===== src/hdl/spi_register_slave_responder_core_assert.svh =====
// Assertion macros shared by the SPI register slave responder RTL.
// Each macro expects signals clk and rst in the including scope.
`ifndef SPI_REGISTER_SLAVE_RESPONDER_CORE_ASSERT_SVH
`define SPI_REGISTER_SLAVE_RESPONDER_CORE_ASSERT_SVH

// Invariant checked at every rising clock edge outside reset
`define SRSR_ASSERT_ALWAYS(label, expr, msg) \
  label: assert property (@(posedge clk) disable iff (rst) (expr)) else $error(msg);

// Same-cycle implication checked outside reset
`define SRSR_ASSERT_IMPLIES(label, ante, cons, msg) \
  label: assert property (@(posedge clk) disable iff (rst) (ante) |-> (cons)) else $error(msg);

`endif


===== src/hdl/srsr_pkg.sv =====
// Package for the SPI register slave responder: item types, address codes,
// constants and parameter defaults. No dependencies.
package srsr_pkg;

  // Parameter defaults
  localparam int QUEUE_DEPTH_DEF = 16;
  localparam int SONAR_COUNT_DEF = 4;

  // Command decode
  localparam logic [7:0] ADDR_MASK   = 8'h7F;
  localparam logic [7:0] STATUS_BYTE = 8'h55;
  localparam logic [3:0] MOTOR_BYTES = 4'd9;

  // Register addresses
  localparam logic [6:0] ADDR_SONAR      = 7'd1;
  localparam logic [6:0] ADDR_SPEED      = 7'd2;
  localparam logic [6:0] ADDR_POSITION   = 7'd3;
  localparam logic [6:0] ADDR_MOTORS     = 7'd4;
  localparam logic [6:0] ADDR_SET_STATUS = 7'd5;
  localparam logic [6:0] ADDR_GET_STATUS = 7'd6;

  // Item operations
  localparam logic OP_RX  = 1'b0;
  localparam logic OP_POP = 1'b1;

  // Longest burst of bytes one command queues (position read)
  localparam int MAX_PUSH = 8;

  typedef struct packed {
    logic        operation;
    logic [7:0]  rx_byte;
    logic [15:0] sonar_0;
    logic [15:0] sonar_1;
    logic [15:0] sonar_2;
    logic [15:0] sonar_3;
    logic [15:0] left_speed;
    logic [15:0] right_speed;
    logic        left_reverse;
    logic        right_reverse;
    logic [31:0] left_position;
    logic [31:0] right_position;
  } srsr_in_t;

  typedef struct packed {
    logic        tx_valid;
    logic [7:0]  tx_byte;
    logic        drive_valid;
    logic [31:0] drive_word;
    logic [1:0]  drive_flags;
    logic        dropped;
  } srsr_out_t;

endpackage


===== src/hdl/srsr_stream_if.sv =====
// Valid/ready stream interface used for the responder's item channels.
// Payload type is a parameter; depends on nothing else.
interface srsr_stream_if #(
  parameter type payload_t = logic
);
  logic     valid;
  logic     ready;
  payload_t payload;

  modport source (output valid, output payload, input ready);
  modport sink (input valid, input payload, output ready);
endinterface


===== src/hdl/srsr_ram.sv =====
// Generic single-write, single-read RAM with a registered read port.
// Standalone; used for the responder's transmit queue storage.
module srsr_ram #(
  parameter int WIDTH = 8,
  parameter int DEPTH = 16
) (
  input  logic                     clk,
  input  logic                     we,
  input  logic [$clog2(DEPTH)-1:0] waddr,
  input  logic [WIDTH-1:0]         wdata,
  input  logic [$clog2(DEPTH)-1:0] raddr,
  output logic [WIDTH-1:0]         rdata
);

  logic [WIDTH-1:0] mem [DEPTH];

  // Write port and registered read
  always_ff @(posedge clk) begin
    if (we) begin
      mem[waddr] <= wdata;
    end
    rdata <= mem[raddr];
  end

endmodule


===== src/hdl/spi_register_slave_responder_core.sv =====
// SPI register slave responder top level.
// Depends on srsr_pkg, srsr_stream_if, srsr_ram and the assertion macro header.

// Takes one item at a time on cmd and returns exactly one result beat on rsp for
// each. A received byte with no write bytes pending and an empty transmit queue is a
// command: read addresses copy the sensor fields of that item, or the status byte,
// into the queue, low byte first, one byte per cycle through the queue RAM write port.
// A pop reads the queue RAM at the read pointer. The result sits in an output
// register, so the next item is taken while an earlier result still waits on rsp.
module spi_register_slave_responder_core #(
  parameter int QUEUE_DEPTH = srsr_pkg::QUEUE_DEPTH_DEF,
  parameter int SONAR_COUNT = srsr_pkg::SONAR_COUNT_DEF
) (
  input logic           clk,
  input logic           rst,
  srsr_stream_if.sink   cmd,
  srsr_stream_if.source rsp
);
  import srsr_pkg::*;

  localparam int PtrW = $clog2(QUEUE_DEPTH);
  localparam int CntW = $clog2(QUEUE_DEPTH + 1);
  localparam logic [PtrW-1:0] PtrLast = PtrW'(QUEUE_DEPTH - 1);
  localparam logic [CntW-1:0] CntFull = CntW'(QUEUE_DEPTH);

  // Sequencer states
  localparam logic [1:0] S_IDLE = 2'd0;
  localparam logic [1:0] S_PUSH = 2'd1;
  localparam logic [1:0] S_POP  = 2'd2;
  localparam logic [1:0] S_FIN  = 2'd3;

  logic [1:0]      state;
  logic [PtrW-1:0] read_ptr;
  logic [PtrW-1:0] write_ptr;
  logic [CntW-1:0] fill_count;
  logic [3:0]      bytes_expected;
  logic [6:0]      active_address;
  logic [7:0]      drive_direction;
  logic [31:0]     word_accum;

  // Burst staged for the queue and its progress
  logic [MAX_PUSH-1:0][7:0] push_list;
  logic [MAX_PUSH-1:0][7:0] push_list_next;
  logic [3:0]               push_count_next;
  logic [3:0]               push_left;
  logic [2:0]               push_idx;

  // Pending result and output register
  srsr_out_t res;
  srsr_out_t res_first;
  srsr_out_t out_data;
  logic      out_valid;

  // Queue RAM port signals
  logic            ram_we;
  logic [7:0]      ram_rdata;
  logic            cmd_fire;
  logic            out_free;
  logic [6:0]      rx_addr;
  logic [1:0]      lane;
  logic [31:0]     acc_next;
  logic [15:0]     sonar [4];
  logic [CntW-1:0] ptr_gap;
  logic            ptr_ok;
  logic            cmd_start;
  logic            both_kinds;

  srsr_in_t item;

  assign item     = cmd.payload;
  assign cmd.ready = !rst && (state == S_IDLE);
  assign cmd_fire = cmd.valid && cmd.ready;
  assign out_free = !out_valid || rsp.ready;
  assign rx_addr  = 7'(item.rx_byte & ADDR_MASK);
  assign rsp.valid   = out_valid;
  assign rsp.payload = out_data;

  assign sonar[0] = item.sonar_0;
  assign sonar[1] = item.sonar_1;
  assign sonar[2] = item.sonar_2;
  assign sonar[3] = item.sonar_3;

  // Byte burst a read command queues, low byte first
  always_comb begin
    push_list_next  = '0;
    push_count_next = '0;
    case (rx_addr)
      ADDR_SONAR: begin
        for (int i = 0; i < SONAR_COUNT; i++) begin
          push_list_next[2*i]   = sonar[i][7:0];
          push_list_next[2*i+1] = sonar[i][15:8];
        end
        push_count_next = 4'(2 * SONAR_COUNT);
      end
      ADDR_SPEED: begin
        push_list_next[0] = {6'd0, item.right_reverse, item.left_reverse};
        push_list_next[1] = item.left_speed[7:0];
        push_list_next[2] = item.left_speed[15:8];
        push_list_next[3] = item.right_speed[7:0];
        push_list_next[4] = item.right_speed[15:8];
        push_count_next   = 4'd5;
      end
      ADDR_POSITION: begin
        push_list_next[3:0] = item.left_position;
        push_list_next[7:4] = item.right_position;
        push_count_next     = 4'd8;
      end
      ADDR_GET_STATUS: begin
        push_list_next[0] = STATUS_BYTE;
        push_count_next   = 4'd1;
      end
      default: begin
        push_count_next = '0;
      end
    endcase
  end

  // Motor word assembly: byte lane follows the remaining count
  assign lane     = 2'(4'd8 - bytes_expected);
  assign acc_next = word_accum | (32'(item.rx_byte) << {lane, 3'b000});

  // Reply fields known at the accepting edge
  always_comb begin
    res_first = '0;
    if (item.operation == OP_POP) begin
      res_first.tx_valid = (fill_count != '0);
    end else if (active_address == ADDR_MOTORS &&
                 (bytes_expected == 4'd5 || bytes_expected == 4'd1)) begin
      res_first.drive_valid = 1'b1;
      res_first.drive_word  = acc_next;
      res_first.drive_flags = (bytes_expected == 4'd5) ?
                              {drive_direction[0], 1'b0} :
                              {drive_direction[1], 1'b1};
    end
  end

  assign ram_we = (state == S_PUSH) && (fill_count < CntFull);

  srsr_ram #(
    .WIDTH(8),
    .DEPTH(QUEUE_DEPTH)
  ) u_tx_store (
    .clk  (clk),
    .we   (ram_we),
    .waddr(write_ptr),
    .wdata(push_list[push_idx]),
    .raddr(read_ptr),
    .rdata(ram_rdata)
  );

  // Output register valid: set when a result is loaded, cleared when taken
  always_ff @(posedge clk) begin
    if (rst) begin
      out_valid <= 1'b0;
    end else if (state == S_FIN && out_free) begin
      out_valid <= 1'b1;
    end else if (rsp.ready) begin
      out_valid <= 1'b0;
    end
  end

  // Control sequencer and queue bookkeeping
  always_ff @(posedge clk) begin
    if (rst) begin
      state           <= S_IDLE;
      read_ptr        <= '0;
      write_ptr       <= '0;
      fill_count      <= '0;
      bytes_expected  <= '0;
      active_address  <= ADDR_SONAR;
      drive_direction <= '0;
      word_accum      <= '0;
      push_left       <= '0;
      push_idx        <= '0;
    end else begin
      case (state)
        S_IDLE: begin
          if (cmd_fire) begin
            res <= res_first;
            if (item.operation == OP_POP) begin
              if (fill_count != '0) begin
                // RAM already reads read_ptr at this edge
                read_ptr   <= (read_ptr == PtrLast) ? '0 : read_ptr + 1'b1;
                fill_count <= fill_count - 1'b1;
                state      <= S_POP;
              end else begin
                state <= S_FIN;
              end
            end else if (bytes_expected == '0 && fill_count == '0) begin
              active_address <= rx_addr;
              push_list      <= push_list_next;
              push_left      <= push_count_next;
              push_idx       <= '0;
              state          <= (push_count_next != '0) ? S_PUSH : S_FIN;
              if (rx_addr == ADDR_MOTORS) begin
                bytes_expected <= MOTOR_BYTES;
              end else if (rx_addr == ADDR_SET_STATUS) begin
                bytes_expected <= 4'd1;
              end
            end else begin
              state <= S_FIN;
              if (bytes_expected != '0) begin
                bytes_expected <= bytes_expected - 1'b1;
                if (active_address == ADDR_MOTORS) begin
                  if (bytes_expected >= MOTOR_BYTES) begin
                    drive_direction <= item.rx_byte;
                    word_accum      <= '0;
                  end else if (bytes_expected == 4'd5 || bytes_expected == 4'd1) begin
                    word_accum <= '0;
                  end else begin
                    word_accum <= acc_next;
                  end
                end
              end
            end
          end
        end
        S_PUSH: begin
          if (ram_we) begin
            write_ptr  <= (write_ptr == PtrLast) ? '0 : write_ptr + 1'b1;
            fill_count <= fill_count + 1'b1;
          end else begin
            res.dropped <= 1'b1;
          end
          push_idx  <= push_idx + 1'b1;
          push_left <= push_left - 1'b1;
          if (push_left == 4'd1) begin
            state <= S_FIN;
          end
        end
        S_POP: begin
          res.tx_byte <= ram_rdata;
          state       <= S_FIN;
        end
        S_FIN: begin
          if (out_free) begin
            out_data <= res;
            state    <= S_IDLE;
          end
        end
        default: begin
          state <= S_IDLE;
        end
      endcase
    end
  end

  // Occupancy implied by the pointers, for checking against fill_count
  assign ptr_gap = (write_ptr >= read_ptr) ? CntW'(write_ptr - read_ptr) :
                   CntW'(write_ptr) + CntFull - CntW'(read_ptr);
  assign ptr_ok  = (ptr_gap == fill_count) || (fill_count == CntFull && ptr_gap == '0);
  assign cmd_start = cmd_fire && item.operation == OP_RX &&
                     bytes_expected == '0 && fill_count == '0;
  assign both_kinds = out_data.tx_valid && out_data.drive_valid;

  `include "spi_register_slave_responder_core_assert.svh"

  `SRSR_ASSERT_ALWAYS(a_fill_bound, fill_count <= CntFull, "fill count above queue depth")
  `SRSR_ASSERT_ALWAYS(a_ptr_track, ptr_ok, "pointers disagree with fill count")
  `SRSR_ASSERT_IMPLIES(a_one_kind, out_valid, !both_kinds, "byte and motor word in one beat")
  `SRSR_ASSERT_IMPLIES(a_push_empty_start, cmd_start, write_ptr == read_ptr, "pointers apart")

endmodule


===== src/flat_wrapper.sv =====
// flat-port wrapper written by rule: the top's interface ports become plain ports
module spi_register_slave_responder_core_flat import srsr_pkg::*;
#(
  parameter int QUEUE_DEPTH = srsr_pkg::QUEUE_DEPTH_DEF,
  parameter int SONAR_COUNT = srsr_pkg::SONAR_COUNT_DEF
)
  (clk, rst, cmd_valid, cmd_payload, cmd_ready, rsp_valid, rsp_payload, rsp_ready);
  srsr_stream_if #(.payload_t(srsr_in_t)) cmd_i ();
  srsr_stream_if #(.payload_t(srsr_out_t)) rsp_i ();
  input logic clk;
  input logic rst;
  input wire logic [$bits(cmd_i.valid)-1:0] cmd_valid;
  input wire logic [$bits(cmd_i.payload)-1:0] cmd_payload;
  output wire logic [$bits(cmd_i.ready)-1:0] cmd_ready;
  output wire logic [$bits(rsp_i.valid)-1:0] rsp_valid;
  output wire logic [$bits(rsp_i.payload)-1:0] rsp_payload;
  input wire logic [$bits(rsp_i.ready)-1:0] rsp_ready;
  assign cmd_i.valid = cmd_valid;
  assign cmd_i.payload = cmd_payload;
  assign cmd_ready = cmd_i.ready;
  assign rsp_valid = rsp_i.valid;
  assign rsp_payload = rsp_i.payload;
  assign rsp_i.ready = rsp_ready;
  spi_register_slave_responder_core #(.QUEUE_DEPTH(QUEUE_DEPTH), .SONAR_COUNT(SONAR_COUNT)) u_core (.clk(clk), .rst(rst), .cmd(cmd_i), .rsp(rsp_i));
endmodule

===== config.mk =====
export PLATFORM = sky130hd
export DESIGN_NAME = spi_register_slave_responder_core_flat
export DESIGN_NICKNAME = d
export VERILOG_FILES = /design/src/hdl/srsr_pkg.sv /design/src/hdl/srsr_stream_if.sv /design/src/hdl/srsr_ram.sv /design/src/hdl/spi_register_slave_responder_core.sv /design/src/flat_wrapper.sv
export VERILOG_INCLUDE_DIRS = /design/src /design/src/hdl
export SDC_FILE = /design/constraint.sdc
export NUM_CORES = 1
export LEC_CHECK = 0
export BUFFER_PORTS_ARGS = -buffer_cell sky130_fd_sc_hd__buf_4
export CORE_MARGIN = 5
export CORE_UTILIZATION = 55
export DETAILED_ROUTE_END_ITERATION = 10
export GPL_ROUTABILITY_DRIVEN = 1
export GPL_TIMING_DRIVEN = 0
export PLACE_DENSITY = 0.77
export SLEW_MARGIN = 30
export SYNTH_ARGS = -nofsm -noshare
export SYNTH_HDL_FRONTEND = slang
export SYNTH_SLANG_ARGS = --single-unit

===== constraint.sdc =====
create_clock -name clk -period 7.15 [get_ports clk]
set_input_delay 1.43 -clock clk [delete_from_list [all_inputs] [get_ports clk]]
set_output_delay 1.43 -clock clk [all_outputs]
set_load 0.005 [all_outputs]

==> metrics list <==
- Cell area after layout: 18300 sq um
* Total die area: 30700 sq um
* Final core area utilization: 68.0%
- Data on the critical path arrives at its endpoint at 2.72 ns.
- Worst-Skew Late Latency: 0.52 ns
- Number of max-cap violations: 0
- Setup repair after global routing missed its margin: no
* Slew Limit Fails: 0
* Count of pins on the block boundary: 222
- FF+latch count, synth: 358
- Distinct cell type count of the synthesized netlist: 61
- Area share of the largest cell type after synthesis: 56.4%
* Static Leak: 6.57 nW
* Final nets: 1488
* Die extent in y: 175 um
- In this run, post-CTS hold repair placed 0 buffers.
- Critical Path RT: 5.72 ns
* P per Cell Area: 288 nW/um^2
* Number of global-route vias before repair: 9878
* CORE AREA: 27000 sq um
- Leaving out fill and tap cells, the most frequent cell in the layout is edfxtp_1.
* Crit path setup slack, layout: 3.00 ns
- Initial drt markers: 697
- From synthesis to final layout, the design area changed by 21.9%.
- Clock tree from TritonCTS: yes
* Maximum fanout encountered on the critical timing path: 10
* Total setup violations reported at the end of the flow: 0
- Layout cell share with drive strength beyond 1: 27.0%
- The routed layout has 9604 vias.
* Clk root buf: clkbuf_16
- Using the TritonRoute via totals, the vias-per-cell ratio works out to 5.78.
- Most frequent cells in the layout: edfxtp_1 (282), buf_4 (225), nor2_1 (111)
* Post-Syn Area: 15000 sq um
- Entering global routing, the biggest net connects 74 pins.
* Global-route congestion overflow total: 0
- Yosys synthesis warning count: 0
- Antenna violations before repair: 0
- For this run, the top clock speed supported by timing is 241 MHz.
- After synthesis, the share of flip-flops with an asynchronous set or reset is 0%.
- Number of flops mapped to enable cells by yosys: 282
- The first global-routing pass estimated 53400 um of wire.
* Met1 usage: 29.1%
* Cell count after synthesis: 1031
* Number of hold violations in the final report: 0
- The tightest min-delay check is of the reg -> reg type.
* Number of detailed-route iterations in the first pass: 5
- For this run, the leading register cell type out of synthesis is edfxtp_1.
* Top cell type by total area after synthesis: edfxtp_1
- Per-cell routed wire length: 20.4 um
- Residual DRC count: 0
* TritonCTS Sinks: 358
- Worst setup SP type: primary input
* All-layer global routing usage: 22.2%
- Once detail routing completed, the nets flagged for antenna violations numbered 0.
- Total setup buffers inserted after CTS: 0
* M2 GR Usage: 37.7%
- When the netlist entered floorplanning its net count stood at 1226.
- Worst hold slack: 0.417 ns
- The routed design could run at a clock period as short as 4.15 ns.
- Area of the multi-input gates: 4670 sq um
* Placement row count: 60
- In this run the tightest slew margin relative to its limit is 36.7%.
* Cts bufs inserted: 36
- For the final database, setup skew stands at 0.0181 ns.
* Port Buffers: 219
* Worst-case clock buffer depth: 3
* Area used by sequential logic in the layout: 9990 sq um
- Placed cell count: 1596
- Overall power consumption after layout is estimated at 5.27 mW.
- Placed wire-length estimate after detailed placement: 24700 um
- For this configuration, the core starts out at a cell density of 55.7%.
- Share of the clock period used by the worst path: 58.1%
- Result of the run: complete, no violations
- The layer flagged by global routing as most heavily used is met2.
- The worst setup path is captured at a primary output.
* Post-cts sizing count: 0
- Pre-CTS setup slack: 3.02 ns
* Aggregate negative setup slack: 0 ns
- The critical path is of the in -> out type.
* Antenna cell count: 0
- From left edge to right edge, the die measures 175 um.
- Averaged over all synthesized cells, the footprint is 14.6 sq um.
- For the pin with the worst max-slew slack, the measured transition is 0.949 ns.
- Excluding fillers, the count of instances in the completed layout stands at 1661.
- Cell area reported after detailed placement: 17200 sq um
* GR Util met3: 4.41%
- Clock-pin slew was measured on the worst setup and hold paths at 0.06 ns.
- Ranking of synthesized cells by area: edfxtp_1 (56%), dfxtp_1 (10%), mux4_2 (7.2%)
- Maximum vdd ir drop: 0.146 mV
- CTS built an H-tree with a depth of 2.
* Detailed Route WL: 33900 um
- Final weighted congestion in routability-driven placement: 0.856
- Filler Cell Count: 1877
- After synthesis, flip-flops and latches occupy 66.5% of the total area.
[worst paths after layout]
check                           cells past startpoint  slack [ns]                                to                                   from
worst max-delay path                                5        3.00                         cmd_ready                                    rst
worst min-delay path                                0        0.42  u_core.rsp.payload[16]$_DFFE_PP_           u_core.res[16]$_SDFFCE_PP0P_
worst max register to register                      8        4.14  u_core.push_left[0]$_SDFFE_PP0P_  u_core.bytes_expected[0]$_SDFFE_PP0P_
worst min register to register                      0        0.42  u_core.rsp.payload[16]$_DFFE_PP_           u_core.res[16]$_SDFFCE_PP0P_
[sequential cells by signal, summed over array words and instances (netlist names)]
signal                   count
u_core.rsp.payload          45
u_core.state                 2
u_core.u_tx_store.mem      128
u_core.bytes_expected        4
u_core.drive_direction       2
u_core.write_ptr             4
u_core.u_tx_store.rdata      8
u_core.fill_count            5
u_core.push_left             4
u_core.rsp.valid             1
u_core.push_idx              3
u_core.res                  45
u_core.word_accum           32
u_core.read_ptr              4
u_core.push_list            64
u_core.active_address        7
[per-layer routing]
| metal | up-vias | routed length [um] |
|---|---|---|
| met1 | 4641 | 13400 |
| met4 | 0 | 1010 |
| li1 | 4495 | - |
| met3 | 66 | 2490 |
| met2 | 402 | 17000 |
| met5 | - | 0 |
[power by group]
group,internal [mW],switching (mW),total [mW],leakage (nW)
registers,2.47,0.0594,2.53,3.21
clock network,1.10,0.751,1.85,0.567
logic,0.374,0.517,0.891,2.79
total,3.94,1.33,5.27,6.57
[cells by family (layout without fill, tap and decap cells)]
kind of cell / after synthesis / in the layout / share of synthesized area (%)
AND/OR/NAND/NOR: 238 / 238 / 7.71
AO/OA/AOI/OAI: 189 / 189 / 8.51
adder cells (fa/ha/maj): 20 / 20 / 1.72
multiplexers: 133 / 133 / 13.0
flip-flops: 358 / 358 / 66.5
XOR/XNOR: 3 / 3 / 0.175
buffers and inverters: 90 / 379 / 2.44
[final cells by class]
type	instances	share of cell area (%)
Multi-Input combinational cell	583	25.5
Buffer	74	1.67
Tap cell	341	2.33
Clock buffer	52	5.53
Inverter	16	0.328
Clock inverter	13	0.827
Sequential cell	358	54.5
Timing Repair Buffer	224	9.25
[critical path, stage by stage]
cell and delay (ns):
buf_4 0.09, clkbuf_1 0.36, clkbuf_1 0.51, nor2_1 0.15, buf_4 0.17
[synth_stat cells (all sizes together) (6+ instances only)]
| cell type | count |
|---|---|
| a211oi | 13 |
| a21oi | 64 |
| a31oi | 36 |
| and2 | 26 |
| buf | 22 |
| clkbuf | 52 |
| dfxtp | 76 |
| edfxtp | 282 |
| ha | 19 |
| inv | 16 |
| mux2 | 11 |
| mux2i | 74 |
| mux4 | 48 |
| nand2 | 33 |
| nand3 | 13 |
| nand3b | 6 |
| nor2 | 111 |
| nor2b | 14 |
| nor3 | 8 |
| nor4 | 6 |
| o21ai | 10 |
| o2bb2ai | 33 |
No activity file was read; power rests on OpenSTA's default activity.
